$ cat src/rtl/core/emoc_pkg.sv
// Shared types and constants of the extent map with overwrite and coalescing.
package emoc_pkg;

  localparam int ENTRIES     = 16;
  localparam int OFFSET_BITS = 48;
  localparam int ADDR_W      = 48;
  localparam int CLIENT_W    = 16;
  localparam int CNT_W       = 5;
  localparam int IDX_W       = $clog2(ENTRIES);
  // piece counter: an add can briefly make ENTRIES + 2 pieces
  localparam int PCW         = $clog2(ENTRIES + 3);

  typedef struct packed {
    logic [ADDR_W-1:0]      s;
    logic [ADDR_W-1:0]      e;
    logic [OFFSET_BITS-1:0] p;
    logic [CLIENT_W-1:0]    c;
  } ext_t;

  typedef enum logic [2:0] {
    KIND_ADD    = 3'd0,
    KIND_REMOVE = 3'd1,
    KIND_FIND   = 3'd2,
    KIND_CLEAR  = 3'd3,
    KIND_DUMP   = 3'd4
  } kind_e;

  typedef enum logic [1:0] {
    ST_OK       = 2'd0,
    ST_FULL     = 2'd1,
    ST_REVERSED = 2'd2
  } status_e;

  typedef enum logic [3:0] {
    S_IDLE, S_SCAN, S_TAIL, S_DRAIN, S_FLUSH, S_PAD, S_DONE, S_FIND, S_DUMP, S_RESP
  } state_e;

  // control from the sequencer to the merge stage
  typedef struct packed {
    logic init;
    logic allow;
    logic flush;
  } mctl_t;

endpackage

$ cat src/rtl/core/emoc_cell.sv
// One cell of an extent row: shifts from its neighbour or loads in parallel.
module emoc_cell (
  input  logic          clk_i,
  input  logic          shift_en_i,
  input  emoc_pkg::ext_t shift_in_i,
  input  logic          load_en_i,
  input  emoc_pkg::ext_t load_i,
  output emoc_pkg::ext_t val_o
);

  emoc_pkg::ext_t val_q, val_d;

  // parallel load wins over shift
  always_comb begin
    val_d = val_q;
    if (load_en_i) begin
      val_d = load_i;
    end else if (shift_en_i) begin
      val_d = shift_in_i;
    end
  end

  always_ff @(posedge clk_i) begin
    val_q <= val_d;
  end

  assign val_o = val_q;

endmodule

$ cat config.mk
export PLATFORM = sky130hd
export DESIGN_NAME = emoc_cell
export DESIGN_NICKNAME = d
export VERILOG_FILES = /design/src/rtl/core/emoc_pkg.sv /design/src/rtl/core/emoc_cell.sv
export SDC_FILE = /design/constraint.sdc
export NUM_CORES = 1
export LEC_CHECK = 0
export ABC_AREA = 1
export ABC_CLOCK_PERIOD_IN_PS = 4300
export BUFFER_PORTS_ARGS = -buffer_cell sky130_fd_sc_hd__buf_2
export CORE_AREA = 2 2 190 192
export DETAILED_ROUTE_END_ITERATION = 10
export DIE_AREA = 0 0 192 194
export GPL_TIMING_DRIVEN = 0
export HOLD_SLACK_MARGIN = 0.06
export RECOVER_POWER = 25
export SETUP_SLACK_MARGIN = 0.2
export SYNTH_ARGS = -nofsm -noshare
export SYNTH_HDL_FRONTEND = slang
export SYNTH_SLANG_ARGS = --single-unit
$ cat constraint.sdc
create_clock -name clk_i -period 4.3 [get_ports clk_i]
set_clock_uncertainty 0.1 [all_clocks]
set_input_delay 0 -clock clk_i [delete_from_list [all_inputs] [get_ports clk_i]]
set_output_delay 0 -clock clk_i [all_outputs]
set_load 0.02 [all_outputs]
==> results.toml <==
[layout]
largest_reg_flops = 160
nets = 1822
fin_cells = 1974
nFillCells = 3414
drive_above_1_share_pct = 28.4
final_area_um2 = 13500
syn2layout_area_growth_pct = 96.7

[sta]
worstMarginPinSlew_ns = 0.877
max_freq_ghz = 0.629
period_share_pct = 37.0
setup_viol = 0
holdWs_ns = 0.264
relSlewSlack_pct = 41.5
slew_viol_final = 0
rsz0062_at_grt = "no"
fin_crit_ns = 1.59
setup_tns_ns = 0
hold_viol_final = 0

[floorplan]
start_util_pct = 19.5
rows = 69
dieWidth_um = 192
dieArea_um2 = 37200
core_um2 = 35200
die_h_um = 194
pin_count = 483

[run_status]
status = "completed"

[clock_tree]
clk_pin_slew_ns = 0.07
numCtsBuffers = 17
clock_sinks = 160
cts-htree-levels = 4
tritoncts = "done"
post_cts_buffers = 0
clockBufferDepth = 2
root_buffer = "clkbuf_16"

[placement]
gp_congestion = 0.921
dpl.hpwl_mm = 19.8
dp_cells = 1621
place_area_um2 = 9910
io_buffers = 481

[critical_path]
critical_path_required_ns = 4.30
cp-start-kind = "primary input"
critPathMaxFanout = 57
crit_chain = "buf_4, buf_4, or2_4, buf_16"
end_kind = "flip-flop"
criticalPathCategory = "primary input to flip-flop"
arrival_ns = 1.59
critical_path.top_delay_family = "buffers and inverters"
cp_slowest_cell = "or2_4"
path_buf_inv = 3
crit_top_cell = "buf_4"
max_stage_delay_ns = 0.75

[detailed_routing]
viasPerCell = 4.05
via_count = 7992
drt_iter0_drc = 291
first_pass_iters = 7
ant_nets = 0
routed_wl_mm = 29.3
drc = 0
drt-wirelength-per-cell_um = 14.9

[grt]
grt_antenna_before_repair = 0
grt_pass1_wl_mm = 42.1
grt_overflow = 0
gr-usage-all-layers_pct = 15.1
grt_max_degree = 58
first_global_vias = 8291

[run]
maxCapViolations = 0

[synth]
ys_seq_elements = 160
synth.distinct_cells = 7
syn-instance-count = 677
avgSynthCellArea_um2 = 10.1
synth_mux_area_share_pct = 0
synth_simple_gate_area_share_pct = 26.3
synth_area_um2 = 6870
ys.warnings.count = 0
synth_top_family_by_area = "simple AND/OR/NAND/NOR gates"
synth_adder_area_share_pct = 0
synth_nets = 1000
synth_compound_area_share_pct = 0
yosysSeqAreaShare_pct = 70.0
synth_xor_area_share_pct = 0

[worst_hold_path]
hold_path.class = "primary input to flip-flop"

[pwr]
powerDensity_nw_per_um2 = 331
power.total_uw = 4480
leakage_uw = 0.00647
peakVddDrop_uv = 264
[placed cells by master, fill, tap and decap left out]
cell / instances
nand2_1: 480
clkinv_1: 1
buf_4: 2
diode_2: 1
clkinv_4: 1
inv_6: 3
buf_6: 11
buf_16: 2
clkbuf_16: 17
inv_4: 1
buf_2: 383
clkbuf_1: 122
or2_4: 1
edfxtp_1: 160
clkinv_2: 3
bufinv_16: 1
clkinvlp_4: 4
dlygate4sd3_1: 320
[tightest hold or removal path: stages]
cell	delay [ns]
buf_2	0.07
nand2_1	0.04
nand2_1	0.05
dlygate4sd3_1	0.53
[final timing paths]
kind | from | end | slack (ns) | cells past startpoint
hold / removal | load_i[71] | val_o[71] | 0.26 | 4
setup / recovery | load_en_i | val_o[145] | 2.71 | 4
[cells by family after synthesis]
kind of cell / count (synthesis)
flip-flops: 160
AND/OR/NAND/NOR: 481
buffers and inverters: 36
[per-layer routing]
metal	GRT usage [%]	part of all wire [%]	up-vias
li1	-	-	3826
met1	15.3	38	3659
met2	27.8	50	448
met3	4.81	8.3	59
met4	6.76	3.3	0
met5	0	0	-
[metrics by stage]
stage	utilization (%)	setup WS [ns]
2_1_floorplan	-	1.52
6_report	38.4	2.71
3_5_place_dp	28.1	2.22
5_1_grt	38.4	2.60
4_1_cts	38.8	2.71
3_3_place_gp	28.0	0.366
[Yosys cell counts]
| master | instances | share of area [%] |
|---|---|---|
| buf_6 | 11 | 1.8 |
| or2_2 | 1 | 0.091 |
| buf_4 | 2 | 0.22 |
| buf_2 | 22 | 1.6 |
| edfxtp_1 | 160 | 70 |
| inv_4 | 1 | 0.091 |
| nand2_1 | 480 | 26 |
[area by class of cell]
| type | instances | area (um^2) | share of cell area, % |
|---|---|---|---|
| Antenna cell | 1 | 2.50 | 0.0185 |
| Buffer | 35 | 249 | 1.84 |
| Clock buffer | 19 | 433 | 3.20 |
| Clock inverter | 13 | 114 | 0.843 |
| Inverter | 1 | 6.26 | 0.0463 |
| Multi-Input combinational cell | 481 | 1810 | 13.4 |
| Sequential cell | 160 | 4800 | 35.6 |
| Tap cell | 461 | 577 | 4.27 |
| Timing Repair Buffer | 803 | 5520 | 40.8 |
[what timing repair did]
action / 4_1_cts / 5_1_grt
endpoints found under the setup margin: 0 / 0
hold buffers: 320 / 0
hold endpoints to repair: 160 / 0
resized for setup: 0 / 0
[report_power, final]
part / leakage [uW] / internal [uW] / switching (uW)
Sequential: 0.00165 / 1920 / 51.9
Clock: 0.000258 / 797 / 649
Combinational: 0.00456 / 490 / 575
Note: power is estimated with default switching activity, not from simulation.
