`src/rtl/core/emoc_pkg.sv`:
```
// Shared types and constants of the extent map with overwrite and coalescing.
package emoc_pkg;

  localparam int ENTRIES     = 16;
  localparam int OFFSET_BITS = 48;
  localparam int ADDR_W      = 48;
  localparam int CLIENT_W    = 16;
  localparam int CNT_W       = 5;
  localparam int IDX_W       = $clog2(ENTRIES);
  // piece counter: an add can briefly make ENTRIES + 2 pieces
  localparam int PCW         = $clog2(ENTRIES + 3);

  typedef struct packed {
    logic [ADDR_W-1:0]      s;
    logic [ADDR_W-1:0]      e;
    logic [OFFSET_BITS-1:0] p;
    logic [CLIENT_W-1:0]    c;
  } ext_t;

  typedef enum logic [2:0] {
    KIND_ADD    = 3'd0,
    KIND_REMOVE = 3'd1,
    KIND_FIND   = 3'd2,
    KIND_CLEAR  = 3'd3,
    KIND_DUMP   = 3'd4
  } kind_e;

  typedef enum logic [1:0] {
    ST_OK       = 2'd0,
    ST_FULL     = 2'd1,
    ST_REVERSED = 2'd2
  } status_e;

  typedef enum logic [3:0] {
    S_IDLE, S_SCAN, S_TAIL, S_DRAIN, S_FLUSH, S_PAD, S_DONE, S_FIND, S_DUMP, S_RESP
  } state_e;

  // control from the sequencer to the merge stage
  typedef struct packed {
    logic init;
    logic allow;
    logic flush;
  } mctl_t;

endpackage

```
`src/rtl/core/emoc_merge.sv`:
```
// Merge stage: holds the newest piece and joins it with log-contiguous neighbours.
module emoc_merge (
  input  logic              clk_i,
  input  logic              rst_ni,
  input  emoc_pkg::mctl_t   ctl_i,
  input  logic              in_valid_i,
  input  emoc_pkg::ext_t    in_ext_i,
  input  logic              in_new_i,
  output logic              push_o,
  output emoc_pkg::ext_t    push_ext_o,
  output logic [emoc_pkg::PCW-1:0] pieces_o
);

  emoc_pkg::ext_t last_q, last_d;
  logic have_q, have_d;
  logic after_new_q, after_new_d;
  logic [emoc_pkg::PCW-1:0] pieces_q, pieces_d;
  logic [emoc_pkg::ADDR_W:0] end_next;
  logic [emoc_pkg::OFFSET_BITS-1:0] log_next;
  logic joins, merge;

  // held piece ends right before the incoming one, in range and in log
  assign end_next = {1'b0, last_q.e} + {{emoc_pkg::ADDR_W{1'b0}}, 1'b1};
  assign log_next = last_q.p + emoc_pkg::OFFSET_BITS'(last_q.e - last_q.s)
                  + {{(emoc_pkg::OFFSET_BITS-1){1'b0}}, 1'b1};
  assign joins = have_q && (end_next == {1'b0, in_ext_i.s}) && (log_next == in_ext_i.p);
  // only the new extent joins its lower neighbour, then its upper one
  assign merge = ctl_i.allow && joins && (in_new_i || after_new_q);

  always_comb begin
    last_d      = last_q;
    have_d      = have_q;
    after_new_d = after_new_q;
    pieces_d    = pieces_q;
    push_o      = 1'b0;
    if (ctl_i.init) begin
      have_d      = 1'b0;
      after_new_d = 1'b0;
      pieces_d    = '0;
    end else if (in_valid_i) begin
      if (merge) begin
        last_d.e    = in_ext_i.e;
        after_new_d = in_new_i;
      end else begin
        push_o      = have_q;
        last_d      = in_ext_i;
        have_d      = 1'b1;
        after_new_d = in_new_i;
        pieces_d    = pieces_q + 1'b1;
      end
    end else if (ctl_i.flush) begin
      push_o = have_q;
      have_d = 1'b0;
    end
  end

  always_ff @(posedge clk_i or negedge rst_ni) begin
    if (!rst_ni) begin
      have_q      <= 1'b0;
      after_new_q <= 1'b0;
      pieces_q    <= '0;
    end else begin
      have_q      <= have_d;
      after_new_q <= after_new_d;
      pieces_q    <= pieces_d;
    end
  end

  always_ff @(posedge clk_i) begin
    last_q <= last_d;
  end

  assign push_ext_o = last_q;
  assign pieces_o   = pieces_q;

endmodule

```
`config.mk`:
```
export PLATFORM = sky130hd
export DESIGN_NAME = emoc_merge
export DESIGN_NICKNAME = d
export VERILOG_FILES = /design/src/rtl/core/emoc_pkg.sv /design/src/rtl/core/emoc_merge.sv
export SDC_FILE = /design/constraint.sdc
export NUM_CORES = 1
export LEC_CHECK = 0
export ABC_AREA = 1
export BUFFER_PORTS_ARGS = -buffer_cell sky130_fd_sc_hd__buf_4
export CORE_MARGIN = 3
export CORE_UTILIZATION = 40
export CTS_CLUSTER_SIZE = 14
export DETAILED_ROUTE_END_ITERATION = 12
export PLACE_DENSITY = 0.67
export SLEW_MARGIN = 0
export SYNTH_ARGS = -nofsm -noshare
export SYNTH_HDL_FRONTEND = slang
export SYNTH_SLANG_ARGS = --single-unit
```
`constraint.sdc`:
```
create_clock -name clk_i -period 14.45 [get_ports clk_i]
set_clock_uncertainty 0.05 [all_clocks]
set_input_delay 2.1675 -clock clk_i [delete_from_list [all_inputs] [get_ports clk_i]]
set_output_delay 2.1675 -clock clk_i [all_outputs]
set_load 0.01 [all_outputs]
```
==> impl_results.md, run 1 <==
* Area grow syn2layout at 25.3%
* # hold bufs at CTS at 0
* Filler instances at 3,633
* Pre-CTS worst setup slack at 7.83 ns
* DR vias/cell at 5.08
* CP Cell Sequence: inv_1 > fa_1 > inv_1 > ha_1 > nand2_1 > inv_1 > nand2_1 > nand2_1 > nand2_1 > nand2_1 > nand2_1 > nand2_1 > nand3_1 > nand3_1 > nand2_1 > nand3_1 > nand2_1 > nor2_1 > nand3_1 > nor2_1 > nand4_1 > nand2_1 > inv_1 > buf_4
* Slowest stage delay, CP at between 0.5 and 0.6 ns
* Clock sinks at 167
* Sum Neg Setup Slack at 0 ns
* Worst setup margin at about 7.6 ns
* TritonCTS clock tree: yes
* Largest cells by area after synthesis: edfxtp_1, nand2_1, inv_1
* # IOs at 333
* Row cnt at 69
* Req. time, crit path at about 12 ns
* Post-synth EDFFs at 160
* Gr ovfl total at 0
* Post-synth top cells: nand2_1, inv_1, nor2_1, edfxtp_1, nand3_1
* Rel. slew slack at 0.380
* Via count at 14,800
* CP Launch Type: flop
* CTS resizes at 0
* #FFs+latches synth at 167
* Post-CTS Repair Setup Buffers at 0
* Layout cell share with drive strength beyond 1 at 0.163
* CTS max path bufs at 2
* Worst-path maximum fanout at 7
* Total die area at ~0.039 mm²
* Fmax at 146 MHz
* CTS root buf: clkbuf_16
* Clk slew on worst S/H paths at 0.07 ns
* Final hold violations at 0
* PD cells at about 110 mW/mm²
* H-Tree Depth at 4
* Max_cap viols at 0
* Top_reg_cell synth: edfxtp_1
* Biggest area consumer among synthesized cells: edfxtp_1
* Final WL at just under 60,000 µm
* GRT Overall Usage at 0.303
* Ys Warns at 0
* Drt pass-1 iters at 5
* Wire per inst at just over 20 µm
* Initial Util at 0.408
* Largest net degree at the start of global routing at 67
* Slew Viols, Final at 0
* DRC at 0
* GPL Wtd Cong at 0.991
* Setup violators final at 0
* Critical path class: reg2out
* Mapped Area at 0.0146 mm²
* Cells after Synth at 2,086
* RSZ-0062 raised after global routing: false
* Register area share after synthesis at 0.341
* Number of I/O port buffers at 332
* Hold Worst Slack at 0.524 ns
* Core Box Area at between 0.03 and 0.04 mm²
* Die Ht at 197 µm
* First-pass GRT wire length at 86,900 µm
* Most frequent CP cell: nand2_1
* Async S/R FF share, synth at 0.0419
* Syn avg cell area at between 6 and 7 µm²
* Leakage power total at slightly below 10 nW
* Die width at 197 µm
* Vias in the first global route at 14,300
* NumNets Final at 2,701
* Mapped Nets at 2,351
* Most numerous cell in the Yosys netlist: nand2_1
* Worst-margin pin slew at around 0.93 ns
* Crit end category: output port
* Initial drt markers at 1,179
* Post-synth cell types at 39
* Worst endpoint data arrival time at 4.64 ns
* Minimum clock period after layout at 6.86 ns
* Clock latency on the worst-skew pair at approximately 0.46 ns
* Worst Hold Class: reg2reg
* Initial antenna violation count at 1
* Diodes inserted at 0
* CTS Buf Count at 17
* Top-area cell type share of the netlist area at 0.329
* Final Util at 0.511
* Post-route ant nets at 0
* Status: complete, no violations
* Slowest CP cell: fa_1
* Final cycle utilization of the critical path at 0.475
* Detail Placement HPWL at approximately 51,000 µm
* Worst VDD drop at ~0.000096 V
[layout by cell type (no fill, tap or decap), types with 3 or more instances in the layout]
cell,n
edfxtp_1,160
fa_1,47
o21ai_1,5
nand4_1,37
o21ai_0,22
a21o_1,4
xnor3_1,3
nand2_2,5
inv_1,450
xnor2_1,27
a21oi_1,53
nor2_1,221
nand3_1,154
ha_1,51
o21bai_1,8
inv_6,5
nand2_1,695
dfrtp_1,7
buf_4,334
nor2_4,5
nand3b_1,34
clkbuf_16,20
xor2_1,47
nor3_1,13
o21a_1,3
nor2_2,12
[power breakdown]
| part | leakage, nW | switching (mW) | internal, mW | total [mW] |
|---|---|---|---|---|
| clock network | 0.304 | 0.225 | 0.261 | 0.486 |
| registers | 1.60 | 0.0395 | 0.568 | 0.608 |
| logic | 7.76 | 0.601 | 0.318 | 0.919 |
[path summary, 6_finish.rpt]
check / slack (ns) / start / to / cells after the start
worst max-delay path: 7.59 / push_ext_o[66]$_DFFE_PP_ / push_o / 24
max in group asynchronous: 12.76 / rst_ni / pieces_o[4]$_DFFE_PN0P_ / 1
worst max register to register: 8.86 / push_ext_o[64]$_DFFE_PP_ / push_ext_o[138]$_DFFE_PP_ / 27
worst min register to register: 0.52 / pieces_o[1]$_DFFE_PN0P_ / pieces_o[1]$_DFFE_PN0P_ / 2
worst min-delay path: 0.52 / pieces_o[1]$_DFFE_PN0P_ / pieces_o[1]$_DFFE_PN0P_ / 2
min in group asynchronous: 1.46 / rst_ni / pieces_o[3]$_DFFE_PN0P_ / 1
[critical path: cells and delay by family, from the launching register on]
| family | cells | cell delay, ns |
|---|---|---|
| DFF | 1 | 0.48 |
| adders and majority gates | 2 | 0.91 |
| and+or+nand+nor | 17 | 2.34 |
| buffers and inverters | 5 | 0.45 |
[area by class of cell]
type	count	area (µm²)	share of cell area
Tap cell	461	577	0.0316
Sequential cell	167	4980	0.272
Inverter	453	1700	0.0932
Multi-Input combinational cell	1463	7900	0.432
Timing Repair Buffer	334	2510	0.137
Clock buffer	21	514	0.0281
Clock inverter	11	93.8	0.00513
[state kept, by name, indices dropped and copies added, names as in the netlist]
| signal | flops |
|---|---|
| pieces_o | 5 |
| push_ext_o | 160 |
| after_new_q | 1 |
| have_q | 1 |
[stage by stage]
stage / cell area [µm²] / power (mW) / instances
2_1_floorplan: 14600 / 1.18 / 2086
3_3_place_gp: 17700 / 1.51 / 2878
3_5_place_dp: 17700 / 1.52 / 2878
4_1_cts: 18300 / 2.01 / 2910
5_1_grt: 18300 / 2.14 / 2910
6_report: 18300 / 2.01 / 2910
[routing by layer]
metal,global-route usage,part of all wire,up-vias
met5,0,0.00022,-
li1,-,-,7159
met3,0.0538,0.069,84
met1,0.424,0.45,6953
met4,0.0824,0.025,2
met2,0.489,0.46,581
[kinds of logic (layout without fill, tap and decap cells)]
group | after synthesis | in the layout | synth area share
AOI/OAI and AO/OA | 98 | 98 | 0.0368
xor gates and xnor gates | 78 | 78 | 0.0507
adders and majority gates | 98 | 98 | 0.108
buffers and inverters | 456 | 819 | 0.117
DFF | 167 | 167 | 0.341
and+or+nand+nor | 1189 | 1189 | 0.345
No activity file was read; power rests on OpenSTA's default activity.
==> inputs of run 2 (changes only) <==
ABC_AREA = 0   (was 1)
PLACE_DENSITY = 0.68   (was 0.67)
clock period = 6.9 ns   (was 14.45 ns; I/O delays follow)
==> run 2 against run 1 <==
First-iteration DRC count rose by 2.7%. Die area fell by 13%. Clock power up 91%. Critical path depth down 4. Global-route usage decreased by 0.29 points. Non-clock buffer count is 28 higher. Sequential cell count is the same. Synthesized cell count decreased by 37%. Power increased by 100%. Register-to-register slack worse by 7.9 ns. Worst hold slack lost 0.21 ns. Critical endpoint unchanged.
==> impl_results.md, run 2 <==
* Clock latency on the worst-skew pair at 0.46 ns (about the same)
* Wire per inst at 24.8 µm (+21%)
* Sum Neg Setup Slack at 0 ns (unchanged)
* Final Util at 0.530 (+0.0191)
* NumNets Final at 1,916 (-29%)
* Post-synth top cells: inv_1, edfxtp_1, nand2_1, xnor2_1
* DR vias/cell at 5.70 (+12%)
* Minimum clock period after layout at around 6.7 ns
* Clk slew on worst S/H paths at 0.07 ns (about the same)
* Cells after Synth at 1,305 (-37%)
* Final cycle utilization of the critical path at 0.973
* Inst Count DP at 2,020 (-30%)
* Layout cell share with drive strength beyond 1 at 0.263 (+0.0999)
* Initial antenna violation count at 1 (unchanged)
* Biggest area consumer among synthesized cells: edfxtp_1
* Commonest non-fill, non-tap cells in the layout: buf_4, inv_1, edfxtp_1
* Post-route ant nets at 0 (unchanged)
* Max_cap viols at 0 (unchanged)
* #FFs+latches synth at 167 (unchanged)
* Max reg flops at 160 (unchanged)
* Critical path class: reg2out
* Detail Placement HPWL at 42,600 µm (-17%)
* Pre-CTS worst setup slack at 0.277 ns (-7.56 ns)
* Die Ht at 184 µm (-6.8%)
* CTS max path bufs at 2 (unchanged)
* Final hold violations at 0 (unchanged)
* Final WL at 51,100 µm (-14%)
* Post-route cell area at 0.0164 mm² (-11%)
* Gr ovfl total at 0 (unchanged)
* Status: complete, no violations
* Core Box Area at 0.0308 mm² (-14%)
* Slew Viols, Final at 0 (unchanged)
* H-Tree Depth at 4 (unchanged)
* Worst endpoint data arrival time at 5.63 ns (+0.99 ns)
* Worst setup margin at 0.188 ns (-7.40 ns)
* Initial Util at 0.409 (+0.00107)
* Worst-margin pin slew at 0.961 ns (+0.0306 ns)
* Top_reg_cell synth: edfxtp_1
* First-pass GRT wire length at 75,400 µm (-13%)
* Syn avg cell area at 9.67 µm² (+38%)
* Most numerous cell in the Yosys netlist: inv_1
* PD cells at 248 mW/mm² (+120%)
* TritonCTS clock tree: yes
* Ys Warns at 0 (unchanged)
* Mapped Area at 0.0126 mm² (-14%)
* CP Launch Type: flop
* Largest net degree at the start of global routing at 63 (-6.0%)
* Clock sinks at 167 (unchanged)
* Worst Hold Class: in2async
* Register area share after synthesis at 0.395 (+0.0534)
* Post-synth EDFFs at 160 (unchanged)
* Worst VDD drop at 0.000189 V (+97%)
* Filler instances at 2,798 (-23%)
* Top-area cell type share of the netlist area at 0.381 (+0.0515)
* Setup violators final at 0 (unchanged)
* GPL Wtd Cong at 1.04 (+5.2%)
* # hold bufs at CTS at 0 (unchanged)
* Drt pass-1 iters at 5 (unchanged)
* Most common cell after layout, fill and taps aside: buf_4
* Fmax at 149 MHz
* Area grow syn2layout at 29.6%
* Dpl cell area at 0.0156 mm² (-12%)
* Mapped Nets at 1,570 (-33%)
* CTS root buf: clkbuf_16
* # IOs at 333 (unchanged)
* Layout Cells excl Fill at 2,060 (-29%)
* GRT Overall Usage at 0.301 (-0.00295)
* Initial drt markers at 1,211 (+2.7%)
* Row cnt at 64 (-7.2%)
* Die width at 184 µm (-6.8%)
* Leakage power total at 6.91 nW (-28%)
* Vias in the first global route at 11,800 (-18%)
* DRC at 0 (unchanged)
* Req. time, crit path at 5.81 ns (-6.42 ns)
* Post-synth cell types at 78 (+100%)
* Worst-path maximum fanout at 4 (-3)
* Async S/R FF share, synth at 0.0419 (unchanged)
* Number of I/O port buffers at 332 (unchanged)
* Largest cells by area after synthesis: edfxtp_1, fa_1, xnor2_1
* Rel. slew slack at 0.353 (-0.0263)
* Crit end category: output port
* CTS Buf Count at 17 (unchanged)
* Total die area at 0.0337 mm² (-13%)
* Via count at 11,700 (-21%)
==> run 2: changes by cell type after synthesis, moves of 12 or more <==
| cell | before | now |
|---|---|---|
| a21oi_1 | 53 | 75 |
| clkbuf_1 | 2 | 31 |
| inv_1 | 451 | 194 |
| mux2i_1 | 0 | 13 |
| nand2_1 | 695 | 101 |
| nand3_1 | 154 | 40 |
| nand3b_1 | 34 | 1 |
| nor2_1 | 222 | 75 |
| nor4_1 | 1 | 32 |
| o21a_1 | 3 | 15 |
| o21ai_0 | 22 | 55 |
| xnor2_1 | 27 | 84 |
==> run 2: cells by family (layout without fill, tap and decap cells) <==
group	after synthesis	count (layout)	synth area share
other	0	1	0
muxes	17	17	0.0139
buffers and inverters	229	587	0.0697
DFF	167	167	0.395
xor gates and xnor gates	130	130	0.0903
and+or+nand+nor	390	390	0.162
AOI/OAI and AO/OA	274	274	0.144
adders and majority gates	98	98	0.125
==> run 2: final timing paths <==
path / from / end / slack (ns) / depth (start not counted)
max: push_ext_o[64]$_DFFE_PP_ / push_o / 0.19 / 20
min: rst_ni / have_q$_DFFE_PN0P_ / 0.31 / 1
max reg2reg: push_ext_o[64]$_DFFE_PP_ / push_ext_o[46]$_DFFE_PP_ / 0.97 / 21
min reg2reg: after_new_q$_DFFE_PN0P_ / after_new_q$_DFFE_PN0P_ / 0.49 / 2
max in group asynchronous: rst_ni / pieces_o[1]$_DFFE_PN0P_ / 6.37 / 1
min in group clk_i: after_new_q$_DFFE_PN0P_ / after_new_q$_DFFE_PN0P_ / 0.49 / 2
==> run 2: per-stage QoR <==
stage               hold WS [ns]  total power [mW]
global placement           0.455              3.05
detailed placement         0.467              3.04
finish                     0.315              4.05
global route               0.309              4.25
floorplan                  0.437              2.32
CTS                        0.301              3.99
==> run 2: report_power, final <==
part	switching (mW)	internal, mW
logic	1.19	0.675
clock network	0.431	0.499
registers	0.0627	1.19
==> run 2: routing by layer <==
metal  part of all wire  track usage  vias up
met4              0.023       0.0777        0
met3              0.075       0.0475       70
met1               0.45        0.442     5760
met2               0.45        0.466      554
met5                  0            0        -
li1                   -            -     5355
==> run 2: layout make-up <==
type                    count  area, µm²  share of cell area
clock buffers              18        429              0.0262
multi-input cells         909       6880               0.421
repair buffers            362       2720               0.166
flip-flops and latches    167       4980               0.304
diodes                      1       2.50            0.000153
inverters                 194        728              0.0445
clock inverters            13        124             0.00757
well taps                 396        495              0.0303
==> run 2: worst max-delay path, cell delays in order, from the launching register on <==
cell and delay, ns:
edfxtp_1 0.35, inv_1 0.06, fa_1 0.56, inv_1 0.05, ha_1 0.18, or2_2 0.29
fa_2 0.37, a21o_1 0.23, a221oi_4 0.32, nor3b_2 0.11, o31ai_4 0.33, a211oi_2 0.11
or4b_1 0.49, or4_4 0.44, nor4_4 0.27, nand4_1 0.11, buf_4 0.17, o31ai_4 0.30
o21ai_1 0.10, and3b_1 0.17, buf_4 0.14
==> run 2: timing repair <==
item / in CTS / in global routing
pin swaps: 0 / 13
gates resized for setup: 4 / 20
endpoints found under the setup margin: 1 / 1
setup buffers: 0 / 8
==> inputs of run 3 (changes only) <==
REMOVE_ABC_BUFFERS = 1   (was unset)
SLEW_MARGIN = unset   (was 0)
==> run 3 against run 2 <==
Die area stayed put. Via count is 0.28% lower. Register-to-register slack better by 0.11 ns. Combinational power hardly changed. Worst hold slack better by 0.0053 ns. Maximum frequency is 1.0% lower. Clock-buffer cell count stayed put. Design area is 0.33% lower. Sequential cell count stayed put. Power hardly changed. Clock power is 2.3% higher. Utilization is 0.17 points lower. Largest power group unchanged.
==> impl_results.md, run 3 (synthesized netlist as in run 2, its figures left out) <==
* Max reg flops at 160 (unchanged)
* Vias in the first global route at 11,700 (-0.57%)
* Worst endpoint data arrival time at 5.69 ns (+0.06 ns)
* Crit end category: output port
* Met3 usage in global routing at 0.0443 (-0.00317)
* TritonCTS clock tree: yes
* # hold bufs at CTS at 0 (unchanged)
* GPL Wtd Cong at 0.988 (-5.3%)
* Pre-CTS worst setup slack at 0.401 ns (+0.124 ns)
* Rel. slew slack at 0.236 (-0.118)
* Worst Hold Class: in2async
* Initial drt markers at 923 (-24%)
* Met1 Usage GRT at 0.437 (-0.00423)
* Detail Placement HPWL at 42,600 µm (about the same)
* CP Launch Type: flop
* H-Tree Depth at 4 (unchanged)
* Core Box Area at 0.0308 mm² (unchanged)
* Gr ovfl total at 0 (unchanged)
* Largest net degree at the start of global routing at 113 (+79%)
* Number of I/O port buffers at 332 (unchanged)
* CTS Buf Count at 17 (unchanged)
* Req. time, crit path at 5.81 ns (about the same)
* CTS max path bufs at 2 (unchanged)
* Initial antenna violation count at 0 (-1)
* Worst-path maximum fanout at 4 (unchanged)
* Filler instances at 2,812 (+0.50%)
* First-pass GRT wire length at 75,200 µm (-0.32%)
* Most common cell after layout, fill and taps aside: buf_4
* Clock sinks at 167 (unchanged)
* Row cnt at 64 (unchanged)
* Worst setup margin at 0.121 ns (-0.0675 ns)
* # IOs at 333 (unchanged)
* RSZ-0062 raised after global routing: true
* Fmax at 148 MHz (-1.0%)
* Worst VDD drop at 0.000195 V (+3.6%)
* Final hold violations at 0 (unchanged)
* Post-route ant nets at 0 (unchanged)
* Die Ht at 184 µm (unchanged)
* Diodes inserted at 0 (-1)
* Slew Viols, Final at 0 (unchanged)
* Worst-margin pin slew at 1.14 ns (+0.176 ns)
* Worst r2r dst: push_ext_o[144]$_DFFE_PP_
* Minimum clock period after layout at 6.78 ns (+0.0675 ns)
* NumNets Final at 1,904 (-0.63%)
* Final Util at 0.529 (-0.00174)
* Depth of the most critical reg-to-reg path at 20 (-4.8%)
* Wire per inst at 25.1 µm (+1.1%)
* Final cycle utilization of the critical path at 0.983 (+0.00978)
* Worst flop-to-flop path startpoint: push_ext_o[64]$_DFFE_PP_
* Final WL at 51,400 µm (+0.53%)
* DRC at 0 (unchanged)
* Total die area at 0.0337 mm² (unchanged)
* Drt pass-1 iters at 6 (+1)
* Area grow syn2layout at 29.2%
* Hold Worst Slack at 0.320 ns (+0.00527 ns)
* Clock latency on the worst-skew pair at 0.46 ns (about the same)
* Die width at 184 µm (unchanged)
* Commonest non-fill, non-tap cells in the layout: buf_4, inv_1, edfxtp_1
* Clk slew on worst S/H paths at 0.08 ns (about the same)
* Leakage power total at 6.86 nW (-0.79%)
* Max_cap viols at 0 (unchanged)
* Via count at 11,700 (-0.28%)
* GRT Overall Usage at 0.301 (about the same)
* Critical path class: reg2out
* Status: complete, no violations
* Reg-to-reg slack, setup at 1.08 ns (+0.11 ns)
* Area of the multi-input gates at 0.00688 mm² (about the same)
* DR vias/cell at 5.72 (+0.30%)
* Setup violators final at 0 (unchanged)
* Register area at 0.00498 mm² (unchanged)
* Top Usage Layer GRT: met2
* Tot Pwr at 4.05 mW (about the same)
* Layout cell share with drive strength beyond 1 at 0.259 (-0.00370)
* Initial Util at 0.409 (unchanged)
* CTS root buf: clkbuf_16
* PD cells at 248 mW/mm² (+0.27%)
* Met2 usage at 0.478 (+0.0126)
==> run 3: changes by cell type in the layout (fill, tap and decap cells not counted), sizes merged <==
| cell | delta |
|---|---|
| diode | -1 |
| buf | -12 |
| clkinvlp | +1 |
| clkinv | -2 |
| inv | +2 |
==> run 3: final cells by class <==
type / count / share of cell area
clock buffers: 18 / 0.0263
clock inverters: 14 / 0.00860
inverters: 194 / 0.0447
multi-input cells: 909 / 0.422
flip-flops and latches: 167 / 0.305
well taps: 396 / 0.0304
repair buffers: 350 / 0.162
==> run 3: report_power, final <==
part / total [mW] / internal, mW / leakage [nW] / switching (mW)
combinational: 1.84 / 0.662 / 4.98 / 1.18
clock: 0.951 / 0.506 / 0.275 / 0.445
sequential: 1.25 / 1.19 / 1.60 / 0.0632
==> run 3: what timing repair did <==
| item | CTS | global route |
|---|---|---|
| setup endpoints to repair | 1 | 1 |
| buffers inserted | 0 | 3 |
| gates resized for setup | 3 | 23 |
| pin swaps | 0 | 13 |
==> run 3: worst max path at each step <==
stage                                   from                       to  slack (ns)  cells past startpoint
CTS                 push_ext_o[69]$_DFFE_PP_                   push_o        0.11                     17
detailed placement  push_ext_o[16]$_DFFE_PP_                   push_o        0.40                     19
finish              push_ext_o[64]$_DFFE_PP_                   push_o        0.12                     20
global placement    push_ext_o[69]$_DFFE_PP_                   push_o        0.55                     17
floorplan           push_ext_o[64]$_DFFE_PP_  push_ext_o[0]$_DFFE_PP_       -2.16                     17
global route        push_ext_o[64]$_DFFE_PP_                   push_o       -0.08                     20
==> run 3: critical path, stage by stage (launching register included) <==
cell and delay (ns):
edfxtp_1 0.36, inv_2 0.05, fa_1 0.55, inv_1 0.05, ha_2 0.17, or2_4 0.23
fa_2 0.37, a21o_1 0.24, a221o_1 0.40, nand3_1 0.14, a21oi_1 0.16, o21ai_0 0.21
or4b_1 0.44, or4_4 0.56, nor4_4 0.29, nand4_1 0.12, buf_4 0.18, o31ai_4 0.30
o21ai_1 0.10, and3b_1 0.18, buf_6 0.12
==> run 3: per-layer routing <==
metal,wire (µm),part of all wire
met2,23700,0.46
met4,821,0.016
met1,23200,0.45
met5,0,0
met3,3730,0.073
==> run 3: per-stage QoR <==
stage,area (µm²),cells,TNS [ns]
2_1_floorplan,12500,1270,-241.87
3_3_place_gp,15600,2013,0
3_5_place_dp,15600,2013,0
4_1_cts,16200,2045,0
5_1_grt,16300,2048,-0.0826
6_report,16300,2048,0
